--- config.mk ---
export PLATFORM = sky130hd
export DESIGN_NAME = r2k_front
export DESIGN_NICKNAME = d
export VERILOG_FILES = /design/src/rtl/r2k_pkg.sv /design/src/rtl/r2k_front.sv
export SDC_FILE = /design/constraint.sdc
export NUM_CORES = 1
export LEC_CHECK = 0
export ABC_AREA = 1
export BUFFER_PORTS_ARGS = -buffer_cell sky130_fd_sc_hd__buf_4
export CAP_MARGIN = 20
export CORE_MARGIN = 2
export CORE_UTILIZATION = 53
export CTS_CLUSTER_DIAMETER = 150
export CTS_CLUSTER_SIZE = 16
export DETAILED_ROUTE_END_ITERATION = 16
export PLACE_DENSITY = 0.78
export SLEW_MARGIN = 20
export SYNTH_ARGS = -nofsm -noshare
export SYNTH_HDL_FRONTEND = slang
export SYNTH_SLANG_ARGS = --single-unit
--- constraint.sdc ---
create_clock -name clock -period 2.64 [get_ports clock]
set_input_delay 0.132 -clock clock [delete_from_list [all_inputs] [get_ports clock]]
set_output_delay 0.132 -clock clock [all_outputs]
set_load 0.02 [all_outputs]
--- src/rtl/r2k_pkg.sv ---
`default_nettype none
package r2k_pkg;

   localparam logic [15:0] KANA_N         = 16'h3093;
   localparam logic [15:0] KANA_SMALL_TSU = 16'h3063;

   localparam logic REQ_FEED = 1'b0;
   localparam logic REQ_BKSP = 1'b1;

   localparam int NUM_RULES = 181;

   // one table entry: key bytes (zero padded), length, one or two kana
   typedef struct packed {
      logic [31:0] rom;
      logic [2:0]  len;
      logic [15:0] k0;
      logic [15:0] k1;
   } rule_type;

   // request passed from front to back
   typedef struct packed {
      logic       bksp;
      logic [7:0] key;
   } cmd_type;

   // result item
   typedef struct packed {
      logic        is_kana;
      logic [15:0] code;
      logic        last;
   } res_type;

   function automatic rule_type mk(input string s, input logic [15:0] a,
                                   input logic [15:0] b);
      rule_type r;
      int       i;
      r.rom = '0;
      r.len = 3'(s.len());
      for (i = 0; i < 4; i++) begin
         if (i < s.len()) r.rom[i*8 +: 8] = s[i];
      end
      r.k0 = a;
      r.k1 = b;
      return r;
   endfunction

   function automatic rule_type rule_at(input logic [7:0] idx);
      rule_type r;
      r = mk("", 16'h0, 16'h0);
      case (idx)
         8'd0: r = mk("a", 16'h3042, 0);     8'd1: r = mk("i", 16'h3044, 0);
         8'd2: r = mk("u", 16'h3046, 0);     8'd3: r = mk("e", 16'h3048, 0);
         8'd4: r = mk("o", 16'h304A, 0);
         8'd5: r = mk("ka", 16'h304B, 0);    8'd6: r = mk("ki", 16'h304D, 0);
         8'd7: r = mk("ku", 16'h304F, 0);    8'd8: r = mk("ke", 16'h3051, 0);
         8'd9: r = mk("ko", 16'h3053, 0);
         8'd10: r = mk("kya", 16'h304D, 16'h3083); 8'd11: r = mk("kyi", 16'h304D, 16'h3043);
         8'd12: r = mk("kyu", 16'h304D, 16'h3085); 8'd13: r = mk("kye", 16'h304D, 16'h3047);
         8'd14: r = mk("kyo", 16'h304D, 16'h3087);
         8'd15: r = mk("sa", 16'h3055, 0);   8'd16: r = mk("si", 16'h3057, 0);
         8'd17: r = mk("su", 16'h3059, 0);   8'd18: r = mk("se", 16'h305B, 0);
         8'd19: r = mk("so", 16'h305D, 0);
         8'd20: r = mk("shi", 16'h3057, 0);
         8'd21: r = mk("sha", 16'h3057, 16'h3083); 8'd22: r = mk("shu", 16'h3057, 16'h3085);
         8'd23: r = mk("she", 16'h3057, 16'h3047); 8'd24: r = mk("sho", 16'h3057, 16'h3087);
         8'd25: r = mk("sya", 16'h3057, 16'h3083); 8'd26: r = mk("syi", 16'h3057, 16'h3043);
         8'd27: r = mk("syu", 16'h3057, 16'h3085); 8'd28: r = mk("sye", 16'h3057, 16'h3047);
         8'd29: r = mk("syo", 16'h3057, 16'h3087);
         8'd30: r = mk("ta", 16'h305F, 0);   8'd31: r = mk("ti", 16'h3061, 0);
         8'd32: r = mk("tu", 16'h3064, 0);   8'd33: r = mk("te", 16'h3066, 0);
         8'd34: r = mk("to", 16'h3068, 0);
         8'd35: r = mk("chi", 16'h3061, 0);  8'd36: r = mk("tsu", 16'h3064, 0);
         8'd37: r = mk("cha", 16'h3061, 16'h3083); 8'd38: r = mk("chu", 16'h3061, 16'h3085);
         8'd39: r = mk("che", 16'h3061, 16'h3047); 8'd40: r = mk("cho", 16'h3061, 16'h3087);
         8'd41: r = mk("tya", 16'h3061, 16'h3083); 8'd42: r = mk("tyi", 16'h3061, 16'h3043);
         8'd43: r = mk("tyu", 16'h3061, 16'h3085); 8'd44: r = mk("tye", 16'h3061, 16'h3047);
         8'd45: r = mk("tyo", 16'h3061, 16'h3087);
         8'd46: r = mk("thi", 16'h3066, 16'h3043);
         8'd47: r = mk("na", 16'h306A, 0);   8'd48: r = mk("ni", 16'h306B, 0);
         8'd49: r = mk("nu", 16'h306C, 0);   8'd50: r = mk("ne", 16'h306D, 0);
         8'd51: r = mk("no", 16'h306E, 0);   8'd52: r = mk("nn", 16'h3093, 0);
         8'd53: r = mk("nya", 16'h306B, 16'h3083); 8'd54: r = mk("nyi", 16'h306B, 16'h3043);
         8'd55: r = mk("nyu", 16'h306B, 16'h3085); 8'd56: r = mk("nye", 16'h306B, 16'h3047);
         8'd57: r = mk("nyo", 16'h306B, 16'h3087);
         8'd58: r = mk("ha", 16'h306F, 0);   8'd59: r = mk("hi", 16'h3072, 0);
         8'd60: r = mk("fu", 16'h3075, 0);   8'd61: r = mk("hu", 16'h3075, 0);
         8'd62: r = mk("he", 16'h3078, 0);   8'd63: r = mk("ho", 16'h307B, 0);
         8'd64: r = mk("hya", 16'h3072, 16'h3083); 8'd65: r = mk("hyi", 16'h3072, 16'h3043);
         8'd66: r = mk("hyu", 16'h3072, 16'h3085); 8'd67: r = mk("hye", 16'h3072, 16'h3047);
         8'd68: r = mk("hyo", 16'h3072, 16'h3087);
         8'd69: r = mk("fa", 16'h3075, 16'h3041); 8'd70: r = mk("fi", 16'h3075, 16'h3043);
         8'd71: r = mk("fe", 16'h3075, 16'h3047); 8'd72: r = mk("fo", 16'h3075, 16'h3049);
         8'd73: r = mk("ma", 16'h307E, 0);   8'd74: r = mk("mi", 16'h307F, 0);
         8'd75: r = mk("mu", 16'h3080, 0);   8'd76: r = mk("me", 16'h3081, 0);
         8'd77: r = mk("mo", 16'h3082, 0);
         8'd78: r = mk("mya", 16'h307F, 16'h3083); 8'd79: r = mk("myi", 16'h307F, 16'h3043);
         8'd80: r = mk("myu", 16'h307F, 16'h3085); 8'd81: r = mk("mye", 16'h307F, 16'h3047);
         8'd82: r = mk("myo", 16'h307F, 16'h3087);
         8'd83: r = mk("ya", 16'h3084, 0);   8'd84: r = mk("yi", 16'h3044, 0);
         8'd85: r = mk("yu", 16'h3086, 0);   8'd86: r = mk("ye", 16'h3044, 16'h3047);
         8'd87: r = mk("yo", 16'h3088, 0);
         8'd88: r = mk("ra", 16'h3089, 0);   8'd89: r = mk("ri", 16'h308A, 0);
         8'd90: r = mk("ru", 16'h308B, 0);   8'd91: r = mk("re", 16'h308C, 0);
         8'd92: r = mk("ro", 16'h308D, 0);
         8'd93: r = mk("rya", 16'h308A, 16'h3083); 8'd94: r = mk("ryi", 16'h308A, 16'h3043);
         8'd95: r = mk("ryu", 16'h308A, 16'h3085); 8'd96: r = mk("rye", 16'h308A, 16'h3047);
         8'd97: r = mk("ryo", 16'h308A, 16'h3087);
         8'd98: r = mk("wa", 16'h308F, 0);   8'd99: r = mk("wi", 16'h3046, 16'h3043);
         8'd100: r = mk("wu", 16'h3046, 0);  8'd101: r = mk("we", 16'h3046, 16'h3047);
         8'd102: r = mk("wo", 16'h3092, 0);
         8'd103: r = mk("ga", 16'h304C, 0);  8'd104: r = mk("gi", 16'h304E, 0);
         8'd105: r = mk("gu", 16'h3050, 0);  8'd106: r = mk("ge", 16'h3052, 0);
         8'd107: r = mk("go", 16'h3054, 0);
         8'd108: r = mk("gya", 16'h304E, 16'h3083); 8'd109: r = mk("gyi", 16'h304E, 16'h3043);
         8'd110: r = mk("gyu", 16'h304E, 16'h3085); 8'd111: r = mk("gye", 16'h304E, 16'h3047);
         8'd112: r = mk("gyo", 16'h304E, 16'h3087);
         8'd113: r = mk("za", 16'h3056, 0);  8'd114: r = mk("zi", 16'h3058, 0);
         8'd115: r = mk("zu", 16'h305A, 0);  8'd116: r = mk("ze", 16'h305C, 0);
         8'd117: r = mk("zo", 16'h305E, 0);  8'd118: r = mk("ji", 16'h3058, 0);
         8'd119: r = mk("ja", 16'h3058, 16'h3083); 8'd120: r = mk("ju", 16'h3058, 16'h3085);
         8'd121: r = mk("je", 16'h3058, 16'h3047); 8'd122: r = mk("jo", 16'h3058, 16'h3087);
         8'd123: r = mk("zya", 16'h3058, 16'h3083); 8'd124: r = mk("zyi", 16'h3058, 16'h3043);
         8'd125: r = mk("zyu", 16'h3058, 16'h3085); 8'd126: r = mk("zye", 16'h3058, 16'h3047);
         8'd127: r = mk("zyo", 16'h3058, 16'h3087);
         8'd128: r = mk("da", 16'h3060, 0);  8'd129: r = mk("di", 16'h3062, 0);
         8'd130: r = mk("du", 16'h3065, 0);  8'd131: r = mk("de", 16'h3067, 0);
         8'd132: r = mk("do", 16'h3069, 0);
         8'd133: r = mk("dya", 16'h3062, 16'h3083); 8'd134: r = mk("dyi", 16'h3062, 16'h3043);
         8'd135: r = mk("dyu", 16'h3062, 16'h3085); 8'd136: r = mk("dye", 16'h3062, 16'h3047);
         8'd137: r = mk("dyo", 16'h3062, 16'h3087);
         8'd138: r = mk("dhi", 16'h3067, 16'h3043);
         8'd139: r = mk("ba", 16'h3070, 0);  8'd140: r = mk("bi", 16'h3073, 0);
         8'd141: r = mk("bu", 16'h3076, 0);  8'd142: r = mk("be", 16'h3079, 0);
         8'd143: r = mk("bo", 16'h307C, 0);
         8'd144: r = mk("bya", 16'h3073, 16'h3083); 8'd145: r = mk("byi", 16'h3073, 16'h3043);
         8'd146: r = mk("byu", 16'h3073, 16'h3085); 8'd147: r = mk("bye", 16'h3073, 16'h3047);
         8'd148: r = mk("byo", 16'h3073, 16'h3087);
         8'd149: r = mk("pa", 16'h3071, 0);  8'd150: r = mk("pi", 16'h3074, 0);
         8'd151: r = mk("pu", 16'h3077, 0);  8'd152: r = mk("pe", 16'h307A, 0);
         8'd153: r = mk("po", 16'h307D, 0);
         8'd154: r = mk("pya", 16'h3074, 16'h3083); 8'd155: r = mk("pyi", 16'h3074, 16'h3043);
         8'd156: r = mk("pyu", 16'h3074, 16'h3085); 8'd157: r = mk("pye", 16'h3074, 16'h3047);
         8'd158: r = mk("pyo", 16'h3074, 16'h3087);
         8'd159: r = mk("xa", 16'h3041, 0);  8'd160: r = mk("xi", 16'h3043, 0);
         8'd161: r = mk("xu", 16'h3045, 0);  8'd162: r = mk("xe", 16'h3047, 0);
         8'd163: r = mk("xo", 16'h3049, 0);
         8'd164: r = mk("xya", 16'h3083, 0); 8'd165: r = mk("xyu", 16'h3085, 0);
         8'd166: r = mk("xyo", 16'h3087, 0);
         8'd167: r = mk("xtu", 16'h3063, 0); 8'd168: r = mk("xtsu", 16'h3063, 0);
         8'd169: r = mk("xwa", 16'h308E, 0);
         8'd170: r = mk("la", 16'h3041, 0);  8'd171: r = mk("li", 16'h3043, 0);
         8'd172: r = mk("lu", 16'h3045, 0);  8'd173: r = mk("le", 16'h3047, 0);
         8'd174: r = mk("lo", 16'h3049, 0);
         8'd175: r = mk("lya", 16'h3083, 0); 8'd176: r = mk("lyu", 16'h3085, 0);
         8'd177: r = mk("lyo", 16'h3087, 0);
         8'd178: r = mk("ltu", 16'h3063, 0); 8'd179: r = mk("ltsu", 16'h3063, 0);
         8'd180: r = mk("n'", 16'h3093, 0);
         default: r = mk("", 16'h0, 16'h0);
      endcase
      return r;
   endfunction

endpackage
`default_nettype wire

--- src/rtl/r2k_front.sv ---
`default_nettype none
module r2k_front (
   input  wire                  clock,
   input  wire                  reset,
   input  wire                  in_valid,
   output logic                 in_ready,
   input  wire r2k_pkg::cmd_type in_cmd,
   output logic                 q_valid,
   input  wire                  q_ready,
   output r2k_pkg::cmd_type     q_cmd
);
   import r2k_pkg::*;

   // two-entry queue between front and back
   cmd_type    mem_ff [2];
   logic [0:0] wp_ff, rp_ff;
   logic [1:0] cnt_ff;
   logic       push, pop;

   assign in_ready = (cnt_ff != 2'd2);
   assign q_valid  = (cnt_ff != 2'd0);
   assign q_cmd    = mem_ff[rp_ff];
   assign push     = in_valid && in_ready;
   assign pop      = q_valid && q_ready;

   always_ff @(posedge clock) begin
      if (push) mem_ff[wp_ff] <= in_cmd;
      if (reset) begin
         wp_ff  <= '0;
         rp_ff  <= '0;
         cnt_ff <= '0;
      end else begin
         if (push) wp_ff <= wp_ff + 1'b1;
         if (pop)  rp_ff <= rp_ff + 1'b1;
         cnt_ff <= cnt_ff + 2'(push) - 2'(pop);
      end
   end
endmodule
`default_nettype wire

==> impl_results.md <==
* HPWL after detailed placement at 1110 microns
* Max clock buf depth at 2
* Final non-filler cell total at 115
* Synth Warn # at 0
* Setup total negative slack at 0 ns
* H-Tree Depth at 1
* Critical path launch point type: flop
* Peak VDD IR at 0.621 mV
* Reg2Reg Depth at 4
* Synth cell types at 16
* Fillers at 98
* Worst setup path category: reg2out
* Unrepaired setup endpoints after global routing: false
* Critical R2R Capture: mem_ff[0][1]$_DFFE_PP_
* Layout cells sized above 1 at 0.424
* Post-Synthesis Cells at 64
* Post-CTS Resized at 0
* Commonest non-fill, non-tap cell in the layout: buf_4
* Final hold vios at 0
* Net Count, Synth at 78
* Pwr dens at 898 mW/mm^2
* Worst hold endpoint: mem_ff[1][3]$_DFFE_PP_
* Sequential area share after synthesis at 0.704
* Placed Cells at 102
* Clk_lat worst skew at 0.30 ns
* Vias at 582
* Path category of the worst min-delay check: in2reg
* CTS tree: yes
* GRT Total Usage at 0.150
* Initial core utilization at 0.583
* WL per Instance at 14.3 microns
* Core Rows at 14
* Crit Path Max Fanout at 9
* Maxcap violations at 0
* Run status: finished clean
* Compound-Gate Fraction of Synth Area at 0.0110
* Mapped cell area at 910 sq um
* P_leak at 0.000495 uW
* Final slew viol count at 0
* First-pass GRT wire length at 2110 microns
* Die height at 45.4 microns
* Final Cell Area at 0.00121 sq mm
* Largest family of logic cells by synthesized area: multiplexers
* Post-Synth Simple-Gate Area at 0.111
* CTS buffer count at 3
* Worst r2r src: cnt_ff[0]$_SDFF_PP0_
* Number of port buffers at 23
* Core Footprint at 0.00156 sq mm
* Chip width at 45.4 microns
* Clock Skew at 0.00697 ns
* Fmax at 634 MHz
* Worst Path Arrival at 1.44 ns
* DRT iter0 DRCs at 15
* Initial antenna violation count at 0
* Min-delay src: in_cmd[3]
* Pre-antenna DRT Iters at 4
* Sequential Area at 641 sq um
* Syn avg cell area at 14.2 sq um
* Largest net degree at the start of global routing at 14
* Synth Area in XOR/XNOR at 0.00963
* Tot Pwr at 1090 uW
* Synth-to-layout area growth at 33.6%
* Critical Path End Type: output port
* Postcts setup bufs at 0
* Clk sinks at 23
* DRC at 0
* Place WS at 1.12 ns
* Max-slew headroom at 0.523
* Gpl congestion at 0.828
* Multi-input combinational cell area at 234 sq um
* Commonest cells after routing, fill and taps aside: buf_4 (23), edfxtp_1 (18), mux2_2 (9), dlygate4sd3_1 (9), inv_1 (8)
* Post-route minimum period at 1.58 ns
* Tcrit/Tclk final at 0.597
* Setup-violating endpoint count in the final report at 0
* Final WL at 1650 microns
* Ports at 24
* CTS root buffer: clkbuf_4
* Post-route setup slack at 1.06 ns
* Inserted Diodes at 0
* Vias in the first global route at 539
* Final ANT Viol Nets at 0
* Worst EP required at 2.51 ns
* DIE AREA at 0.00206 sq mm
* Slew @ Worst Pin at 0.712 ns
* Synth Area in Adders at 0.0138
* Hold Path Stages at 1
* Clock slew at reported path FFs at 0.13 ns
* Post-synthesis mux area share at 0.111
* Fin nets at 114
* FF-to-FF setup slack at 1.12 ns
* Grt ovf at 0
* CTS Hold Bufs at 1
* Yosys reg bits at 23
* Via density at 5.06
* Placed cell area at 0.00110 sq mm
-- layout make-up --
class	instances	area share
clock buffer	3	0.0185
clock inverter	1	0.00412
inverter	8	0.0247
multi-input combinational	32	0.193
sequential	23	0.527
tap	16	0.0165
timing repair buffer	32	0.216
-- worst max path at each step --
stage / end / startpoint / cells after the start
3_3_place_gp: mem_ff[0][5]$_DFFE_PP_ / cnt_ff[0]$_SDFF_PP0_ / 4
3_5_place_dp: mem_ff[0][4]$_DFFE_PP_ / cnt_ff[0]$_SDFF_PP0_ / 4
5_1_grt: q_cmd[5] / flop / 2
4_1_cts: q_cmd[5] / flop / 2
2_1_floorplan: mem_ff[0][0]$_DFFE_PP_ / cnt_ff[0]$_SDFF_PP0_ / 4
6_report: q_cmd[2] / flop / 2
-- kinds of logic after synthesis --
family,after synthesis
fa+ha+maj,1
buf+inv,9
simple gates,19
compound gates,2
xor+xnor,1
flops,23
mux,9
-- state kept, by name, indices dropped and copies added (netlist names), named ones only --
signal and count:
rp_ff 1, mem_ff 18, wp_ff 1, cnt_ff 2
-- metal layers --
layer / track usage / part of all wire / wire (microns)
met4: 0.0529 / 0.0018 / 3
met3: 0.0595 / 0.055 / 90
met2: 0.262 / 0.53 / 878
met1: 0.163 / 0.41 / 673
met5: 0 / 0 / 0
-- stage by stage --
step	utilization	hold WS, ns
2_1_floorplan	-	0.202
3_3_place_gp	0.704	0.314
3_5_place_dp	0.704	0.316
4_1_cts	0.728	0.00306
5_1_grt	0.779	-0.00659
6_report	0.779	0.0180
-- worst max-delay path, cell delays in order (launching register included) --
cell and delay (ns):
dfxtp_1 0.59, mux2_2 0.39, buf_4 0.16
-- cells in the mapped netlist --
cell type  number  area [sq um]
dfxtp_1         5           100
ha_1            1          12.5
nor2_2          2          12.5
nor3_2          1          10.0
edfxtp_1       18           541
nand3_1         1          5.00
nand2_1         6          22.5
nand2_2         1          6.26
inv_1           8          30.0
nor2_1          6          22.5
nand2_4         1          11.3
buf_2           1          5.00
xnor2_1         1          8.76
a21oi_1         2          10.0
mux2_2          9           101
nor2_4          1          11.3
-- where the power goes --
part	leakage, uW	switching (uW)	internal (uW)	total, uW
clock	0.0000177	100	56.4	157
sequential	0.000210	44.4	465	510
combinational	0.000268	234	191	425
Power figures use the tool's default switching activity.
